==> src/design/crs_pkg.sv <==
// shared types, constants and helpers of the chunk retransmit scheduler
package crs_pkg;

   // default sizing
   localparam int MAX_CHUNKS_DEF = 1024;
   localparam int CHANNELS_DEF   = 2;

   // bitmap word geometry
   localparam int WORD_W = 64;
   localparam int BIT_W  = $clog2(WORD_W);

   // fixed field widths
   localparam int CHUNK_W     = 10;
   localparam int CNT_REG_W   = 11;
   localparam int TRY_W       = 4;
   localparam int CSR_DATA_W  = 11;
   localparam int CSR_INDEX_W = 1;

   // register indexes
   localparam logic [CSR_INDEX_W-1:0] CSR_CHUNK_COUNT = 1'd0;
   localparam logic [CSR_INDEX_W-1:0] CSR_MAX_TRIES   = 1'd1;

   // register reset values
   localparam logic [CNT_REG_W-1:0] CHUNK_COUNT_RST = 11'd1;
   localparam logic [TRY_W-1:0]     MAX_TRIES_RST   = 4'd3;

   typedef enum logic [1:0] {
      ACT_START   = 2'd0,
      ACT_ACK     = 2'd1,
      ACT_TIMEOUT = 2'd2
   } action_type;

   typedef enum logic [2:0] {
      ST_IDLE,
      ST_DECIDE,
      ST_CLR_RD,
      ST_CLR_WR,
      ST_SCAN_RD,
      ST_SCAN_CHK,
      ST_RESP
   } state_type;

   typedef struct packed {
      action_type          action;
      logic                channel;
      logic [CHUNK_W-1:0]  acked_chunk;
   } req_type;

   typedef struct packed {
      logic                send;
      logic                resend;
      logic [CHUNK_W-1:0]  chunk;
      logic                final_chunk;
      logic                gave_up;
      logic                finished;
   } rsp_type;

   // address width of a store of the given depth, never below one bit
   function automatic int addr_width(input int depth);
      return (depth > 1) ? $clog2(depth) : 1;
   endfunction

endpackage

==> src/design/crs_bitmap.sv <==
// sent-chunk bitmap memory, one word per row, with per-row valid bits
module crs_bitmap #(
   parameter int WORDS = 16
) (
   input  logic                                          clock,
   input  logic                                          reset,
   input  logic                                          rd_en,
   input  logic [crs_pkg::addr_width(WORDS)-1:0]         rd_addr,
   output logic [crs_pkg::WORD_W-1:0]                    rd_data,
   input  logic                                          wr_en,
   input  logic [crs_pkg::addr_width(WORDS)-1:0]         wr_addr,
   input  logic [crs_pkg::WORD_W-1:0]                    wr_data
);
   import crs_pkg::*;

   logic [WORD_W-1:0] mem [WORDS];
   logic              row_valid_ff [WORDS];
   logic [WORD_W-1:0] rd_data_ff;
   logic              rd_valid_ff;

   always_ff @(posedge clock) begin
      if (wr_en) begin
         mem[wr_addr] <= wr_data;
      end
      if (rd_en) begin
         rd_data_ff <= mem[rd_addr];
      end
   end

   always_ff @(posedge clock) begin
      if (reset) begin
         for (int i = 0; i < WORDS; i++) begin
            row_valid_ff[i] <= 1'b0;
         end
         rd_valid_ff <= 1'b0;
      end else begin
         if (wr_en) begin
            row_valid_ff[wr_addr] <= 1'b1;
         end
         if (rd_en) begin
            rd_valid_ff <= row_valid_ff[rd_addr];
         end
      end
   end

   // a row never written reads as all clear
   assign rd_data = rd_valid_ff ? rd_data_ff : '0;

endmodule

==> src/design/chunk_retransmit_scheduler.sv <==
// chunk retransmit scheduler top level: event sequencer around the sent bitmap
//
//  channel | ports                      | moves
//  --------+----------------------------+-------------------------------------
//  request | req_valid req_ready req_data | one event (action, channel, ack index)
//  result  | rsp_valid rsp_ready rsp_data | one result per event
//  config  | csr_we csr_index csr_wdata   | register write, no wait
//
// one event at a time: an idle state that takes the request, a decide state, a
// bitmap read-modify-write (clear read, clear write) when a chunk is returned,
// then a free-chunk scan for start/ack over at most ceil(chunk_count/64) bitmap
// words (a scan read, then a check per word), then the output register
// synchronous reset clears the per-row valid bits at once, so no clearing pass
// a result held in the output register stalls the next result, not the next
// request transfer
module chunk_retransmit_scheduler #(
   parameter int MAX_CHUNKS = crs_pkg::MAX_CHUNKS_DEF,
   parameter int CHANNELS   = crs_pkg::CHANNELS_DEF
) (
   input  logic                                 clock,
   input  logic                                 reset,
   input  logic                                 req_valid,
   output logic                                 req_ready,
   input  crs_pkg::req_type                     req_data,
   output logic                                 rsp_valid,
   input  logic                                 rsp_ready,
   output crs_pkg::rsp_type                     rsp_data,
   input  logic                                 csr_we,
   input  logic [crs_pkg::CSR_INDEX_W-1:0]      csr_index,
   input  logic [crs_pkg::CSR_DATA_W-1:0]       csr_wdata
);
   import crs_pkg::*;

   // bitmap geometry: one bit per chunk, 64 chunks per word
   localparam int WORDS = (MAX_CHUNKS + WORD_W - 1) / WORD_W;
   localparam int WA_W  = addr_width(WORDS);
   localparam int IDX_W = WA_W + BIT_W;
   localparam int CH_W  = addr_width(CHANNELS);
   localparam int CNT_W = $clog2(MAX_CHUNKS + 1);
   // compare width holds the register, the capped count and any chunk index
   localparam int CMP_A = (CNT_W > CNT_REG_W) ? CNT_W : CNT_REG_W;
   localparam int CMP_W = (CMP_A > IDX_W + 1) ? CMP_A : IDX_W + 1;

   // sequencer
   state_type            state_ff, state_in;
   req_type              item_ff, item_in;

   // per-channel state
   logic                 holding_ff [CHANNELS];
   logic                 holding_in [CHANNELS];
   logic [IDX_W-1:0]     held_ff    [CHANNELS];
   logic [IDX_W-1:0]     held_in    [CHANNELS];
   logic [TRY_W-1:0]     try_ff     [CHANNELS];
   logic [TRY_W-1:0]     try_in     [CHANNELS];
   logic                 final_acked_ff, final_acked_in;

   // registers
   logic [CNT_REG_W-1:0] chunk_count_ff, chunk_count_in;
   logic [TRY_W-1:0]     max_tries_ff, max_tries_in;

   // scan position and pending result
   logic [WA_W-1:0]      scan_word_ff, scan_word_in;
   logic                 res_send_ff, res_send_in;
   logic                 res_resend_ff, res_resend_in;
   logic                 res_gave_ff, res_gave_in;
   logic [IDX_W-1:0]     res_chunk_ff, res_chunk_in;

   // output register
   logic                 rsp_valid_ff, rsp_valid_in;
   rsp_type              rsp_data_ff, rsp_data_in;

   // bitmap port
   logic                 bm_rd_en, bm_wr_en;
   logic [WA_W-1:0]      bm_rd_addr, bm_wr_addr;
   logic [WORD_W-1:0]    bm_rd_data, bm_wr_data;

   // derived values
   logic [CMP_W-1:0]     cnt_raw, cnt_eff, cnt_m1;
   logic                 cnt_zero;
   logic [WA_W-1:0]      last_word;
   logic [BIT_W-1:0]     last_bit;
   logic [WORD_W-1:0]    low_mask, word_free;
   logic [BIT_W-1:0]     free_bit;
   logic                 ch_ok;
   logic [CH_W-1:0]      ch_idx;
   logic                 cur_hold;
   logic [IDX_W-1:0]     cur_held;
   logic [TRY_W-1:0]     cur_try;
   logic                 any_holding;
   logic [IDX_W-1:0]     found_idx;

   crs_bitmap #(
      .WORDS (WORDS)
   ) u_bitmap (
      .clock   (clock),
      .reset   (reset),
      .rd_en   (bm_rd_en),
      .rd_addr (bm_rd_addr),
      .rd_data (bm_rd_data),
      .wr_en   (bm_wr_en),
      .wr_addr (bm_wr_addr),
      .wr_data (bm_wr_data)
   );

   // count capped at the bitmap size, last chunk index split into word and bit
   assign cnt_raw   = CMP_W'(chunk_count_ff);
   assign cnt_eff   = (cnt_raw > CMP_W'(MAX_CHUNKS)) ? CMP_W'(MAX_CHUNKS) : cnt_raw;
   assign cnt_zero  = (cnt_eff == '0);
   assign cnt_m1    = cnt_eff - CMP_W'(1);
   assign last_word = cnt_m1[IDX_W-1:BIT_W];
   assign last_bit  = cnt_m1[BIT_W-1:0];

   // only bits below the chunk count are candidates in the last word
   assign low_mask  = {WORD_W{1'b1}} >> (~last_bit);
   assign word_free = ~bm_rd_data & ((scan_word_ff == last_word) ? low_mask : '1);
   assign found_idx = {scan_word_ff, free_bit};

   // lowest free bit of the word under scan
   always_comb begin
      free_bit = '0;
      for (int i = WORD_W - 1; i >= 0; i--) begin
         if (word_free[i]) begin
            free_bit = BIT_W'(i);
         end
      end
   end

   // channel of the event in progress
   assign ch_ok    = (int'(item_ff.channel) < CHANNELS);
   assign ch_idx   = CH_W'(item_ff.channel);
   assign cur_hold = holding_ff[ch_idx];
   assign cur_held = held_ff[ch_idx];
   assign cur_try  = try_ff[ch_idx];

   always_comb begin
      any_holding = 1'b0;
      for (int c = 0; c < CHANNELS; c++) begin
         any_holding = any_holding | holding_ff[c];
      end
   end

   assign req_ready = (state_ff == ST_IDLE);
   assign rsp_valid = rsp_valid_ff;
   assign rsp_data  = rsp_data_ff;

   // next state and datapath control
   always_comb begin
      state_in       = state_ff;
      item_in        = item_ff;
      holding_in     = holding_ff;
      held_in        = held_ff;
      try_in         = try_ff;
      final_acked_in = final_acked_ff;
      chunk_count_in = chunk_count_ff;
      max_tries_in   = max_tries_ff;
      scan_word_in   = scan_word_ff;
      res_send_in    = res_send_ff;
      res_resend_in  = res_resend_ff;
      res_gave_in    = res_gave_ff;
      res_chunk_in   = res_chunk_ff;
      rsp_valid_in   = rsp_valid_ff & ~rsp_ready;
      rsp_data_in    = rsp_data_ff;
      bm_rd_en       = 1'b0;
      bm_rd_addr     = '0;
      bm_wr_en       = 1'b0;
      bm_wr_addr     = '0;
      bm_wr_data     = '0;

      // register writes
      if (csr_we) begin
         unique case (csr_index)
            CSR_CHUNK_COUNT: chunk_count_in = csr_wdata;
            CSR_MAX_TRIES:   max_tries_in   = csr_wdata[TRY_W-1:0];
            default: ;
         endcase
      end

      unique case (state_ff)
         ST_IDLE: begin
            if (req_valid) begin
               item_in  = req_data;
               state_in = ST_DECIDE;
            end
         end

         ST_DECIDE: begin
            res_send_in   = 1'b0;
            res_resend_in = 1'b0;
            res_gave_in   = 1'b0;
            res_chunk_in  = '0;
            scan_word_in  = '0;
            state_in      = ST_RESP;
            if (ch_ok) begin
               case (item_ff.action)
                  ACT_START, ACT_ACK: begin
                     // release the held chunk; an ack keeps it marked sent
                     if (cur_hold) begin
                        holding_in[ch_idx] = 1'b0;
                     end
                     if (item_ff.action == ACT_ACK && !cnt_zero &&
                         CMP_W'(item_ff.acked_chunk) == cnt_m1) begin
                        final_acked_in = 1'b1;
                     end
                     if (cur_hold && item_ff.action == ACT_START) begin
                        state_in = ST_CLR_RD;
                     end else begin
                        state_in = ST_SCAN_RD;
                     end
                  end
                  ACT_TIMEOUT: begin
                     if (cur_hold) begin
                        if (cur_try < max_tries_ff) begin
                           try_in[ch_idx] = cur_try + TRY_W'(1);
                           res_send_in    = 1'b1;
                           res_resend_in  = 1'b1;
                           res_chunk_in   = cur_held;
                        end else begin
                           // try limit: hand the chunk back to the pool
                           holding_in[ch_idx] = 1'b0;
                           try_in[ch_idx]     = '0;
                           res_gave_in        = 1'b1;
                           state_in           = ST_CLR_RD;
                        end
                     end
                  end
                  default: ;
               endcase
            end
         end

         ST_CLR_RD: begin
            bm_rd_en   = 1'b1;
            bm_rd_addr = cur_held[IDX_W-1:BIT_W];
            state_in   = ST_CLR_WR;
         end

         ST_CLR_WR: begin
            bm_wr_en   = 1'b1;
            bm_wr_addr = cur_held[IDX_W-1:BIT_W];
            bm_wr_data = bm_rd_data & ~(WORD_W'(1) << cur_held[BIT_W-1:0]);
            state_in   = (item_ff.action == ACT_TIMEOUT) ? ST_RESP : ST_SCAN_RD;
         end

         ST_SCAN_RD: begin
            if (cnt_zero) begin
               try_in[ch_idx] = '0;
               state_in       = ST_RESP;
            end else begin
               bm_rd_en   = 1'b1;
               bm_rd_addr = scan_word_ff;
               state_in   = ST_SCAN_CHK;
            end
         end

         ST_SCAN_CHK: begin
            if (word_free != '0) begin
               // take the chunk: mark it sent and give it to the channel
               bm_wr_en           = 1'b1;
               bm_wr_addr         = scan_word_ff;
               bm_wr_data         = bm_rd_data | (WORD_W'(1) << free_bit);
               holding_in[ch_idx] = 1'b1;
               held_in[ch_idx]    = found_idx;
               try_in[ch_idx]     = TRY_W'(1);
               res_send_in        = 1'b1;
               res_chunk_in       = found_idx;
               state_in           = ST_RESP;
            end else if (scan_word_ff == last_word) begin
               try_in[ch_idx] = '0;
               state_in       = ST_RESP;
            end else begin
               // next word read overlaps this check
               scan_word_in = scan_word_ff + WA_W'(1);
               bm_rd_en     = 1'b1;
               bm_rd_addr   = scan_word_ff + WA_W'(1);
            end
         end

         ST_RESP: begin
            if (!rsp_valid_ff || rsp_ready) begin
               rsp_valid_in            = 1'b1;
               rsp_data_in.send        = res_send_ff;
               rsp_data_in.resend      = res_resend_ff;
               rsp_data_in.chunk       = CHUNK_W'(res_chunk_ff);
               rsp_data_in.final_chunk = res_send_ff && !cnt_zero &&
                                         (CMP_W'(res_chunk_ff) == cnt_m1);
               rsp_data_in.gave_up     = res_gave_ff;
               rsp_data_in.finished    = final_acked_ff && !any_holding;
               state_in                = ST_IDLE;
            end
         end

         default: state_in = ST_IDLE;
      endcase
   end

   // control state
   always_ff @(posedge clock) begin
      if (reset) begin
         state_ff       <= ST_IDLE;
         final_acked_ff <= 1'b0;
         chunk_count_ff <= CHUNK_COUNT_RST;
         max_tries_ff   <= MAX_TRIES_RST;
         rsp_valid_ff   <= 1'b0;
         for (int c = 0; c < CHANNELS; c++) begin
            holding_ff[c] <= 1'b0;
            try_ff[c]     <= '0;
         end
      end else begin
         state_ff       <= state_in;
         final_acked_ff <= final_acked_in;
         chunk_count_ff <= chunk_count_in;
         max_tries_ff   <= max_tries_in;
         rsp_valid_ff   <= rsp_valid_in;
         holding_ff     <= holding_in;
         try_ff         <= try_in;
      end
   end

   // payload registers
   always_ff @(posedge clock) begin
      item_ff       <= item_in;
      held_ff       <= held_in;
      scan_word_ff  <= scan_word_in;
      res_send_ff   <= res_send_in;
      res_resend_ff <= res_resend_in;
      res_gave_ff   <= res_gave_in;
      res_chunk_ff  <= res_chunk_in;
      rsp_data_ff   <= rsp_data_in;
   end

endmodule

==> config.mk <==
export PLATFORM = sky130hd
export DESIGN_NAME = chunk_retransmit_scheduler
export DESIGN_NICKNAME = d
export VERILOG_FILES = /design/src/design/crs_pkg.sv /design/src/design/crs_bitmap.sv /design/src/design/chunk_retransmit_scheduler.sv
export SDC_FILE = /design/constraint.sdc
export NUM_CORES = 2
export LEC_CHECK = 0
export ABC_AREA = 1
export BUFFER_PORTS_ARGS = -buffer_cell sky130_fd_sc_hd__buf_2
export CAP_MARGIN = 25
export CORE_UTILIZATION = 45
export DETAILED_ROUTE_END_ITERATION = 6
export HOLD_SLACK_MARGIN = 0.05
export PLACE_DENSITY = 0.64
export SLEW_MARGIN = 25
export SYNTH_ARGS = -nofsm -noshare
export SYNTH_HDL_FRONTEND = slang
export SYNTH_SLANG_ARGS = --single-unit
==> constraint.sdc <==
create_clock -name clock -period 10.22 [get_ports clock]
set_input_delay 1.022 -clock clock [delete_from_list [all_inputs] [get_ports clock]]
set_output_delay 1.022 -clock clock [all_outputs]
set_load 0.01 [all_outputs]
==> flow_summary.ini <==
[grt]
grt_max_degree = 200
antenna_found_initial = 2
groute.usage.overall_pct = 25.2
grt_pass1_wl_um = 218000
gr-total-overflow = 0
grt_pass1_vias = 33517

[layout]
layout.nets = 4383
multi_input_area_um2 = 14200
layout_common_cells = edfxtp_1, nor2_1, nand2_1, o21ai_0, o311ai_0
diodes = 0
fillers = 9640
fin_cells = 5950
final_common_cell = edfxtp_1
design_area_um2 = 57000
layout-drive-gt1-share_pct = 8.65
register_area_um2 = 35600
area_growth_pct = 11.6

[clock_tree]
clock_latency_ns = 0.72
cts_tree = yes
cts_root_buf = clkbuf_16
hold_buffers = 0
clkSinkCount = 1200
clkTransAtPathRegs_ns = 0.06
post_cts_buffers = 0
cts.htree.levels = 3
clockBufferDepth = 3
numCtsBuffers = 118
cts_resized = 0

[setup_path]
worstPathArrival_ns = 8.98
crit_fanout = 16
critical_path.most_common_cell = nand2_1
startpoint_type = register
critPathMaxStageDelay_ns = 0.47
cp.buffers_inverters = 3
cp_slowest_cell = dfxtp_1
critPathKind = reg -> reg
end_kind = register
path_delay_family = simple AND/OR/NAND/NOR gates
cp.required_ns = 10.66

[power]
peakVddDrop_mv = 0.205
p_leak_nw = 18.1
p_per_area_nw_per_um2 = 245
power_mw = 14.0

[floorplanning]
chipHeight_um = 339
die_w_um = 339
start_util_pct = 45.4
coreArea_um2 = 112000
rows = 123
io_pins = 47
dieArea_um2 = 115000

[placed_design]
dp_cells = 5722
placed_area_um2 = 53100
port_buffers = 46
place_ws_ns = 1.98
dp_hpwl_um = 76200
gp_congestion = 1.01

[logic_synthesis]
synth_ff_type = edfxtp_1
synth_edf_count = 1153
ys_warn_count = 0
ys_seq_area_share_pct = 69.6
synthDistinctLibCells = 51
netlist_area_um2 = 51100
avgSynthCellArea_um2 = 11.6
synth_fp_nets = 4433
async_flop_share_pct = 0
synth_seq_cells = 1200
synthCells = 4394

[run]
drv_cap = 0

[sta]
tightest_slew_ns = 1.07
fin_skew_ns = 0.0243
fin_ws_ns = 1.68
hold_viol = 0
min_period_over_period_pct = 83.5
period_needed_ns = 8.54
setup_viol = 0
final.setup.tns_ns = 0
drv_slew = 0
max-slew-margin-rel_pct = 28.9
rsz0062_at_grt = no
fmax_mhz = 117

[routing]
viasPerCell = 6.00
route.vias.total = 35673
drtAntennaViolNets = 0
drt-total-wl_um = 147000
dr.pass1.iters = 7
drt_iter0_drc = 4536
wl_per_cell_um = 24.7
route.detailed.drc = 2

[hold_path]
holdCritPathClass = reg -> reg

[status]
violations = design-rule violations
status = complete, but fails checks
## report_power, final
group	switching [mW]	internal [mW]
clock	1.86	2.54
combinational	2.43	0.922
sequential	0.248	5.96
total	4.55	9.43
## worst paths after layout
kind / startpoint / end / slack (ns) / depth (start not counted)
setup / recovery: chunk_count_ff[5] / u_bitmap.mem[10][4] / 1.68 / 83
hold / removal: res_gave_ff / rsp_data[1] / 0.42 / 0
setup reg to reg: chunk_count_ff[5] / u_bitmap.mem[10][4] / 1.68 / 83
hold reg to reg: res_gave_ff / rsp_data[1] / 0.42 / 0
## state kept, by name (all words and copies together), names as in the netlist, named ones only
signal,count
res_gave_ff,1
rsp_data,15
u_bitmap.rd_data_ff,64
u_bitmap.rd_valid_ff,1
ch_idx,1
state_ff,3
u_bitmap.mem,1024
res_send_ff,1
max_tries_ff,4
final_acked_ff,1
item_ff,12
res_resend_ff,1
try_ff,8
res_chunk_ff,10
u_bitmap.row_valid_ff,16
scan_word_ff,4
held_ff,20
chunk_count_ff,11
rsp_valid,1
## layout make-up
type / instances / share of cell area (%)
Clock buffer: 149 / 5.62
Tap cell: 1500 / 3.29
Timing Repair Buffer: 120 / 1.73
Sequential cell: 1200 / 62.4
Inverter: 113 / 0.772
Multi-Input combinational cell: 2791 / 25.0
Clock inverter: 77 / 1.25
## logic make-up (layout without fill, tap and decap cells)
kind of cell	Yosys count	after routing	share of synthesized area, %
flops	1200	1200	69.6
compound gates	857	857	11.4
buf+inv	403	459	2.98
simple gates	1907	1907	15.5
fa+ha+maj	9	9	0.220
xor+xnor	17	17	0.291
mux	1	1	0.0196
## cells in the mapped netlist (9+ instances only)
cell	instances	area [µm²]
o211ai_1	45	338
inv_1	102	383
nor3_1	105	526
nand4_1	133	832
o22ai_1	12	75.1
o21ai_0	337	1690
nor2_1	924	3470
edfxtp_1	1153	34600
nor2_2	10	62.6
nand3_1	99	495
o311ai_0	223	1950
o21bai_1	133	998
clkbuf_1	253	950
o32ai_1	37	324
dfxtp_1	47	941
a21oi_1	35	175
ha_1	9	113
buf_1	30	113
xor2_1	10	87.6
nand2_1	603	2260
## per-stage QoR
| stage | utilization (%) | hold WS [ns] |
|---|---|---|
| CTS | 50.7 | 0.422 |
| global placement | 47.2 | 0.406 |
| finish | 50.7 | 0.419 |
| global route | 50.7 | 0.424 |
| floorplan | - | 0.400 |
| detailed placement | 47.2 | 0.408 |
## worst register-to-register path, delay by kind of cell, from the launching register on
family | cells | cell delay [ns]
flops | 1 | 0.47
compound gates | 1 | 0.13
buf+inv | 3 | 0.62
fa+ha+maj | 2 | 0.68
simple gates | 77 | 6.35
## layer usage
layer / vias up / GRT usage, % / part of all wire, %
li1: 16017 / - / -
met1: 17591 / 35.2 / 41
met2: 1734 / 39.0 / 46
met3: 327 / 4.51 / 9.1
met4: 4 / 9.89 / 3.6
met5: - / 0 / 0.012
Note: power is estimated with default switching activity, not from simulation.
